$ cat config.mk
export PLATFORM = sky130hd
export DESIGN_NAME = integer_to_ascii_hex_dec_core
export DESIGN_NICKNAME = d
export VERILOG_FILES = /design/src/rtl/itoa_pkg.sv /design/src/rtl/integer_to_ascii_hex_dec_core.sv
export VERILOG_INCLUDE_DIRS = /design/src /design/src/rtl
export SDC_FILE = /design/constraint.sdc
export NUM_CORES = 1
export LEC_CHECK = 0
export BUFFER_PORTS_ARGS = -buffer_cell sky130_fd_sc_hd__buf_4
export CELL_PAD_IN_SITES_DETAIL_PLACEMENT = 0
export CELL_PAD_IN_SITES_GLOBAL_PLACEMENT = 1
export CORE_ASPECT_RATIO = 1.25
export CORE_UTILIZATION = 50
export CTS_CLUSTER_SIZE = 25
export DETAILED_ROUTE_END_ITERATION = 16
export PLACE_DENSITY = 0.88
export SKIP_LAST_GASP = 1
export SYNTH_ARGS = -nofsm -noshare
export SYNTH_HDL_FRONTEND = slang
export SYNTH_SLANG_ARGS = --single-unit
$ cat constraint.sdc
create_clock -name i_clk -period 11.1 [get_ports i_clk]
set_clock_uncertainty 0.1 [all_clocks]
set_input_delay 1.11 -clock i_clk [delete_from_list [all_inputs] [get_ports i_clk]]
set_output_delay 1.11 -clock i_clk [all_outputs]
set_load 0.01 [all_outputs]
$ cat src/rtl/integer_to_ascii_hex_dec_core_macros.svh
// ----------------------------------------------------------------------------
// integer_to_ascii_hex_dec_core assertion macros
// shared concurrent assertion forms used by the rtl
// ----------------------------------------------------------------------------
`ifndef INTEGER_TO_ASCII_HEX_DEC_CORE_MACROS_SVH
`define INTEGER_TO_ASCII_HEX_DEC_CORE_MACROS_SVH

// same-cycle implication
`define ITOA_ASSERT_NOW(lbl, clk, rst_n, ante, cons, msg) \
    lbl: assert property (@(posedge clk) disable iff (!(rst_n)) (ante) |-> (cons)) \
        else $error(msg);

// next-cycle implication
`define ITOA_ASSERT_NEXT(lbl, clk, rst_n, ante, cons, msg) \
    lbl: assert property (@(posedge clk) disable iff (!(rst_n)) (ante) |=> (cons)) \
        else $error(msg);

`endif

$ cat src/rtl/itoa_pkg.sv
// ----------------------------------------------------------------------------
// itoa_pkg
// types, constants and helpers of the number to text converter
// ----------------------------------------------------------------------------
`default_nettype none

package itoa_pkg;

    localparam int ValueW   = 64;
    localparam int DecDigits = 20;
    localparam int HexDigits = ValueW / 4;
    localparam int BcdW     = DecDigits * 4;
    localparam int CntW     = $clog2(ValueW);

    localparam logic KIND_HEX = 1'b0;
    localparam logic KIND_DEC = 1'b1;

    localparam logic [7:0] CHAR_ZERO = 8'h30;
    localparam logic [7:0] CHAR_X    = 8'h78;
    localparam logic [7:0] CHAR_A    = 8'h61;

    typedef enum logic [2:0] {
        S_IDLE,
        S_PFX0,
        S_PFXX,
        S_HEX,
        S_CONV,
        S_SKIP,
        S_DEC
    } t_state;

    function automatic logic [7:0] glyph(input logic [3:0] nib);
        logic [7:0] ch;
        if (nib < 4'd10) begin
            ch = CHAR_ZERO + {4'd0, nib};
        end else begin
            ch = CHAR_A + {4'd0, nib} - 8'd10;
        end
        return ch;
    endfunction

endpackage

`default_nettype wire

$ cat src/rtl/integer_to_ascii_hex_dec_core.sv
// ----------------------------------------------------------------------------
// integer_to_ascii_hex_dec_core
// renders a 64-bit unsigned value as ascii hex (0x + 16 nibbles) or decimal
// ----------------------------------------------------------------------------
// usage:
//   pulse start with i_kind and i_value while busy is low; the item is taken
//   at that edge and busy stays high until the last character is sent.
//   each character appears on o_character for one cycle with o_valid high;
//   o_last marks the final character of the run. the receiver cannot stall,
//   so characters come at one per cycle once emission begins.
// sequence:
//   hex mode: the prefix 0x, then 16 nibble characters, most significant first.
//   decimal mode: 64 double-dabble shift steps, during which no character is
//   sent, then the 20 bcd digits are shifted out, leading zeros dropped.
//   an item offered in the first cycle with busy low is taken; no new item is
//   taken while busy is high.
// reset:
//   i_rst_n low returns the block to idle and drops o_valid; nothing else is
//   kept between items.
// ----------------------------------------------------------------------------
`default_nettype none

module integer_to_ascii_hex_dec_core (
    input  wire logic                        i_clk,
    input  wire logic                        i_rst_n,
    input  wire logic                        start,
    input  wire logic                        i_kind,
    input  wire logic [itoa_pkg::ValueW-1:0] i_value,
    output logic                             busy,
    output logic                             o_valid,
    output logic [7:0]                       o_character,
    output logic                             o_last
);
    import itoa_pkg::*;

    `include "integer_to_ascii_hex_dec_core_macros.svh"

    t_state            r_state, n_state;
    logic [ValueW-1:0] r_bin, n_bin;
    logic [BcdW-1:0]   r_bcd, n_bcd;
    logic [BcdW-1:0]   w_adj;
    logic [CntW-1:0]   r_cnt, n_cnt;
    logic              r_valid, n_valid;
    logic [7:0]        r_char, n_char;
    logic              r_last, n_last;
    logic              w_accept;
    logic [3:0]        w_top;

    assign busy        = (r_state != S_IDLE);
    assign w_accept    = start && !busy;
    assign o_valid     = r_valid;
    assign o_character = r_char;
    assign o_last      = r_last;
    assign w_top       = r_bcd[BcdW-1 -: 4];

    // add 3 to every bcd digit of 5 or more
    always_comb begin
        for (int d = 0; d < DecDigits; d++) begin
            if (r_bcd[d*4 +: 4] >= 4'd5) begin
                w_adj[d*4 +: 4] = r_bcd[d*4 +: 4] + 4'd3;
            end else begin
                w_adj[d*4 +: 4] = r_bcd[d*4 +: 4];
            end
        end
    end

    // next state
    always_comb begin
        n_state = r_state;
        case (r_state)
            S_IDLE: begin
                if (w_accept) begin
                    n_state = (i_kind == KIND_DEC) ? S_CONV : S_PFX0;
                end
            end
            S_PFX0: n_state = S_PFXX;
            S_PFXX: n_state = S_HEX;
            S_HEX: begin
                if (r_cnt == '0) begin
                    n_state = S_IDLE;
                end
            end
            S_CONV: begin
                if (r_cnt == '0) begin
                    n_state = S_SKIP;
                end
            end
            S_SKIP: begin
                if (r_cnt == '0) begin
                    n_state = S_IDLE;
                end else if (w_top != 4'd0) begin
                    n_state = S_DEC;
                end
            end
            S_DEC: begin
                if (r_cnt == '0) begin
                    n_state = S_IDLE;
                end
            end
            default: n_state = S_IDLE;
        endcase
    end

    // datapath and outputs
    always_comb begin
        n_bin   = r_bin;
        n_bcd   = r_bcd;
        n_cnt   = r_cnt;
        n_valid = 1'b0;
        n_char  = r_char;
        n_last  = 1'b0;
        case (r_state)
            S_IDLE: begin
                if (w_accept) begin
                    n_bin = i_value;
                    n_bcd = '0;
                    n_cnt = (i_kind == KIND_DEC) ? CntW'(ValueW - 1) : CntW'(HexDigits - 1);
                end
            end
            S_PFX0: begin
                n_valid = 1'b1;
                n_char  = CHAR_ZERO;
            end
            S_PFXX: begin
                n_valid = 1'b1;
                n_char  = CHAR_X;
            end
            S_HEX: begin
                n_valid = 1'b1;
                n_char  = glyph(r_bin[ValueW-1 -: 4]);
                n_last  = (r_cnt == '0);
                n_bin   = {r_bin[ValueW-5:0], 4'd0};
                n_cnt   = r_cnt - CntW'(1);
            end
            S_CONV: begin
                n_bcd = {w_adj[BcdW-2:0], r_bin[ValueW-1]};
                n_bin = {r_bin[ValueW-2:0], 1'b0};
                n_cnt = (r_cnt == '0) ? CntW'(DecDigits - 1) : r_cnt - CntW'(1);
            end
            S_SKIP, S_DEC: begin
                n_bcd = {r_bcd[BcdW-5:0], 4'd0};
                n_cnt = r_cnt - CntW'(1);
                if (r_state == S_DEC || w_top != 4'd0 || r_cnt == '0) begin
                    n_valid = 1'b1;
                    n_char  = CHAR_ZERO + {4'd0, w_top};
                    n_last  = (r_cnt == '0);
                end
            end
            default: begin
                n_valid = 1'b0;
            end
        endcase
    end

    always_ff @(posedge i_clk) begin
        if (!i_rst_n) begin
            r_state <= S_IDLE;
            r_valid <= 1'b0;
            r_last  <= 1'b0;
        end else begin
            r_state <= n_state;
            r_valid <= n_valid;
            r_last  <= n_last;
        end
    end

    always_ff @(posedge i_clk) begin
        r_bin  <= n_bin;
        r_bcd  <= n_bcd;
        r_cnt  <= n_cnt;
        r_char <= n_char;
    end

    `ITOA_ASSERT_NEXT(a_accept_busy, i_clk, i_rst_n, w_accept, busy, "accepted item did not raise busy")
    `ITOA_ASSERT_NOW(a_last_idle, i_clk, i_rst_n, o_valid && o_last, !busy, "last character while still busy")
    `ITOA_ASSERT_NOW(a_mid_busy, i_clk, i_rst_n, o_valid && !o_last, busy, "run ended without a last flag")
    `ITOA_ASSERT_NOW(a_conv_quiet, i_clk, i_rst_n, r_state == S_CONV, !o_valid, "character sent during conversion")
    `ITOA_ASSERT_NOW(a_last_valid, i_clk, i_rst_n, o_last, o_valid, "last flag without a character")

endmodule

`default_nettype wire
# Word level (Yosys, flattened, before mapping)
# Cells that the tools add are included.
# totals
register_bits	163
inputBits	68
output_inout_bits	11
word_cells	127
# classes
add_sub_neg	25
order_cmp	21
n_eq_ne	11
mux	42
reduce_logical	21
# ops
operator	count
$pmux W80 S3	1
$pmux W64 S3	1
$ge A4 B3 Y1 const B	20
$mux W80	1
$add A4 B2 Y4 const B	19
$mux W4	19
$mux W64	1
$pmux W8 S4	1
$mux W3	7
$mux W6	3
$pmux W3 S6	1
$pmux W6 S3	1
$mux W8	2
$add A6 B4 Y7 const A	2
$reduce_bool A3 Y1	4
$eq A3 B3 Y1 const B	3
$add A7 B4 Y8 const A	1
$reduce_and A2 Y1	4
$reduce_bool A4 Y1	2
$sub A8 B4 Y8 const B	1
$eq A3 B2 Y1 const B	2
$logic_not A6 Y1	1
$ne A2 B2 Y1 const B	3
$reduce_or A3 Y1	2
14 further kinds	18

# Logic depth before layout (Yosys ltp)
# logic_depth
depth_word	5
mapped_depth	7
depth_no_buf	6

# Worst setup path before layout
# Ideal clock, no wire load.
# synth_timing
path_type	input port to flip-flop
from	in start
to	reg r_bcd[0] (enable)
setup_ps	641
arrival_time_ps	6968
setup_slack_ps	3391
path_stages	2
n_path_buf	0
path_cell_list	nor2_1 -> a21boi_0
# synth_between
elab_chain_cells	3
# synth_rtl
item	line	text
start, declared	integer_to_ascii_hex_dec_core.sv:26	input wire logic start,
$logic_and A1 B1 Y1	integer_to_ascii_hex_dec_core.sv:50	assign w_accept = start && !busy;
$ne A2 B2 Y1 (no source line)	n/a	
$reduce_and A2 Y1 (no source line)	n/a	
end signal, assigned	integer_to_ascii_hex_dec_core.sv:169	r_bcd <= n_bcd;
end, declared	integer_to_ascii_hex_dec_core.sv:40	logic [BcdW-1:0] r_bcd, n_bcd;
# Every way passes these cells.
# A chain may end at the register's enable or synchronous reset.

# Worst setup path after layout
# layout_timing
from	reg r_state[2]
to	reg r_bin[3] (data pin)
# layout_between
elab_chain_cells	2
elab_cells_between_ends	4
# layout_rtl
item	line	text
start, declared	integer_to_ascii_hex_dec_core.sv:38	t_state r_state, n_state;
start signal, assigned	integer_to_ascii_hex_dec_core.sv:161	r_state <= n_state;
$eq A3 B3 Y1 (tied with other cells)	integer_to_ascii_hex_dec_core.sv:112	case (r_state)
$pmux W64 S3 *	integer_to_ascii_hex_dec_core.sv:112	
net n_bin[3]	integer_to_ascii_hex_dec_core.sv:39	logic [ValueW-1:0] r_bin, n_bin;
end signal, assigned	integer_to_ascii_hex_dec_core.sv:168	r_bin <= n_bin;
end, declared	integer_to_ascii_hex_dec_core.sv:39	
# Mark *: on every way through the listed nets, which the timed path passes. The rest lies on a longest branch.

==> results.py <==
metrics = {
    "sta": {
        "relSlewSlack_pct": 29.84,
        "finalCritPeriodShare_pct": 29.22,
        "rsz0062_at_grt": "no",
        "fmax_mhz": 308.3,
        "tightest_slew_ns": 1.052,
        "hold_violations": 0,
        "finalSetupTns_ns": 0,
        "hold_ws_ns": 0.4756,
        "setup_viol": 0,
        "slew_viol_final": 0,
        "finalWorstPathRequiredPeriod_ns": 3.244,
    },
    "yosys": {
        "ys_types": 60,
        "yosysWarningCount": 0,
        "synth_top_flop_cell": "edfxtp_1",
        "syn_avg_cell_area_um2": 10.23,
        "synth-seq-area-share_pct": 51.20,
        "async_reset_ff_share_pct": 0,
        "yosys.area.top_type": "edfxtp_1",
        "synth-seq-cells": 162,
        "synth_top_area_share_pct": 50.14,
        "netlist_area_mm2": 0.009403,
        "synth_edf_count": 157,
        "synth_area_leaders": "edfxtp_1 (50%), nand2_1 (7.7%), ha_1 (5.9%)",
        "syn_inst": 919,
        "synth.net_count": 1032,
    },
    "power": {
        "intPower_mw": 1.874,
        "leakagePower_nw": 4.170,
        "ir_worst_vdd_v": 0.0002012,
        "power_switching_mw": 1.239,
        "netSwitchingFraction_pct": 39.81,
        "seqPwrFrac_pct": 43.5,
        "powerDensity_mw_per_mm2": 292.0,
        "p_clk_share_pct": 18.5,
        "power.share.combinational_pct": 38.0,
    },
    "placement": {
        "dpl.hpwl_um": 12020,
        "port_buffers": 77,
        "gp_congestion": 0.8022,
    },
    "worst_setup_path": {
        "crit_slowest_cell": "dfxtp_1",
        "crit_arrival_ns": 3.33,
        "cp_max_fo": 68,
        "crit_type": "reg -> reg",
        "r2r-end": "r_bin[3]$_DFFE_PP_",
        "reg2reg_slack_ns": 7.86,
        "slowest_delay_ns": 0.78,
        "worst_ep_required_time_ns": 11.18,
        "reg2reg_from": "r_state[2]$_SDFFE_PN0P_",
        "startpoint_type": "register",
        "r2r_cells": 5,
        "path_cells": "nor3b_4 -> buf_4 -> nor2_4 -> buf_4 -> a22o_1",
        "crit_top_cell": "buf_4",
        "worstSetupEndpointType": "register",
    },
    "worst_hold_path": {
        "hold_path.class": "reg -> reg",
        "min-delay-start": "r_bin[59]$_DFFE_PP_",
        "hold_depth": 2,
        "min_to": "r_bin[60]$_DFFE_PP_",
    },
    "grt": {
        "grt_max_degree": 81,
        "grt-ovfl-total": 0,
        "grt_pass1_wl_um": 30870,
        "grt_pass1_vias": 6594,
        "track_usage_pct": 19.64,
        "antenna_found_initial": 0,
    },
    "drt": {
        "routedWlPerCell_um": 15.32,
        "drc": 0,
        "drtIter0Drc": 567,
        "dr_total_vias": 6871,
        "vias_per_cell": 5.646,
        "wl_um": 18650,
        "first_pass_iters": 5,
        "ant_nets": 0,
    },
    "cts": {
        "post_cts_buffers": 0,
        "cts_resized": 0,
        "clk_pin_slew_ns": 0.07,
        "clockBufferDepth": 2,
        "cts_tree": "yes",
        "clock_latency_ns": 0.42,
        "ctsHtreeMaxLevel": 4,
        "holdBufCountCts": 0,
        "root_buffer": "clkbuf_16",
        "cts.sinks": 162,
        "cts_buffers": 17,
    },
    "die": {
        "start_util_pct": 51.56,
        "die_y_um": 155.3,
        "core_mm2": 0.01824,
        "fp.dieW_um": 124.7,
        "ios": 79,
        "die_area_mm2": 0.01936,
        "rows": 55,
    },
    "cells_and_area": {
        "fin_nets": 1089,
        "nFillCells": 1553,
        "multi_input_area_mm2": 0.004134,
        "syn_to_final_growth_pct": 13.37,
        "seq_area_mm2": 0.004815,
        "drive_gt1_share_pct": 12.64,
        "diodes": 0,
    },
    "job": {
        "drv_cap": 0,
    },
    "outcome": {
        "status": "completed",
    },
}
==> logic make-up after synthesis <==
logic type	after synthesis	synth area share, %
and+or+nand+nor	282	13.71
AOI/OAI and AO/OA	267	18.10
DFF	162	51.20
buffers and inverters	107	5.283
adders and majority gates	45	6.068
xor gates and xnor gates	31	2.888
muxes	23	2.675
other	2	0.07987
==> worst max path at each step <==
stage,from,end,slack [ns],cells after the start
after detailed placement,r_state[2]$_SDFFE_PN0P_,r_bin[1]$_DFFE_PP_,7.82,5
after global placement,r_state[2]$_SDFFE_PN0P_,r_bin[2]$_DFFE_PP_,7.78,5
final,r_state[2]$_SDFFE_PN0P_,r_bin[3]$_DFFE_PP_,7.86,5
after floorplan,start,r_bcd[0]$_SDFFCE_PN0P_,3.39,2
after global routing,r_state[2]$_SDFFE_PN0P_,r_bin[3]$_DFFE_PP_,7.61,5
after CTS,r_state[2]$_SDFFE_PN0P_,r_bin[3]$_DFFE_PP_,7.82,5
==> routing by layer <==
| layer | track usage (%) | share of wire (%) | vias to the layer above |
|---|---|---|---|
| li1 | - | - | 3460 |
| met1 | 25.67 | 46 | 3254 |
| met2 | 32.62 | 50 | 142 |
| met3 | 3.645 | 3.4 | 15 |
| met4 | 7.114 | 1.0 | 0 |
| met5 | 0 | 0 | - |
==> placed cells by master, fill, tap and decap left out, types with 2 or more instances in the layout <==
cell type  instances
nand2_1          194
edfxtp_1         157
buf_4             83
a22oi_1           61
inv_1             60
a21oi_1           60
o21ai_1           59
ha_1              44
o21ai_0           24
xnor2_1           24
nor3b_1           21
nand2b_1          21
mux2_1            17
clkbuf_16         17
and3_1            13
a41oi_1           13
o32ai_1           13
nor2_1            10
xor2_1             7
inv_6              7
mux2i_1            6
a22o_1             6
o31ai_1            6
dfxtp_1            5
nor3_1             4
nor2b_1            3
or3_1              3
a211oi_1           3
clkinv_4           3
inv_2              2
nor2_4             2
nor2_2             2
o31a_1             2
and2_1             2
a221oi_1           2
a31oi_1            2
conb_1             2
==> layout make-up <==
class | instances | area share (%)
timing repair buffer | 83 | 5.845
inverter | 62 | 2.183
clock inverter | 15 | 1.362
multi-input combinational | 650 | 38.78
tap | 228 | 2.676
clock buffer | 17 | 3.991
sequential | 162 | 45.16
==> sequential cells by signal, indices dropped and copies added (netlist names) <==
| name | flops |
|---|---|
| o_valid | 1 |
| r_cnt | 6 |
| r_bcd | 80 |
| o_last | 1 |
| r_bin | 64 |
| r_state | 3 |
| o_character | 7 |
==> worst max-delay path: cells and delay by family, from the launching register on <==
family | cells | cell delay, ns
simple gates | 2 | 0.80
compound gates | 1 | 0.26
buf+inv | 2 | 1.03
flops | 1 | 0.78
==> power by group through the flow <==
stage / logic, mW / registers (mW) / clock network, mW
after floorplan: 0.960 / 1.32 / 0
after global routing: 1.35 / 1.40 / 0.612
after detailed placement: 1.20 / 1.36 / 0
after global placement: 1.17 / 1.36 / 0
final: 1.18 / 1.36 / 0.576
after CTS: 1.20 / 1.35 / 0.588
==> cells in the mapped netlist, types with 4 or more instances <==
master	n
a21oi_1	60
a22o_1	6
a22oi_1	61
a41oi_1	13
and3_1	13
buf_2	22
buf_4	4
buf_6	7
clkbuf_1	10
dfxtp_1	5
edfxtp_1	157
ha_1	44
inv_1	60
mux2_1	17
mux2i_1	6
nand2_1	194
nand2b_1	21
nor2_1	10
nor3_1	4
nor3b_1	21
o21ai_0	24
o21ai_1	59
o31ai_1	7
o32ai_1	13
xnor2_1	24
xor2_1	7
==> through the flow <==
step                total power, mW  std cells  cell area (um^2)  worst slack, ns  util (%)
CTS                           3.142       1217             10660            7.816     58.46
detailed placement            2.557       1185             10090            7.818     55.33
floorplan                     2.283        919              9403            3.391         -
finish                        3.113       1217             10660            7.856     58.46
global route                  3.360       1217             10660            7.615     58.46
global placement              2.526       1185             10090            7.783     55.33
(Power assumes the default switching activity.)
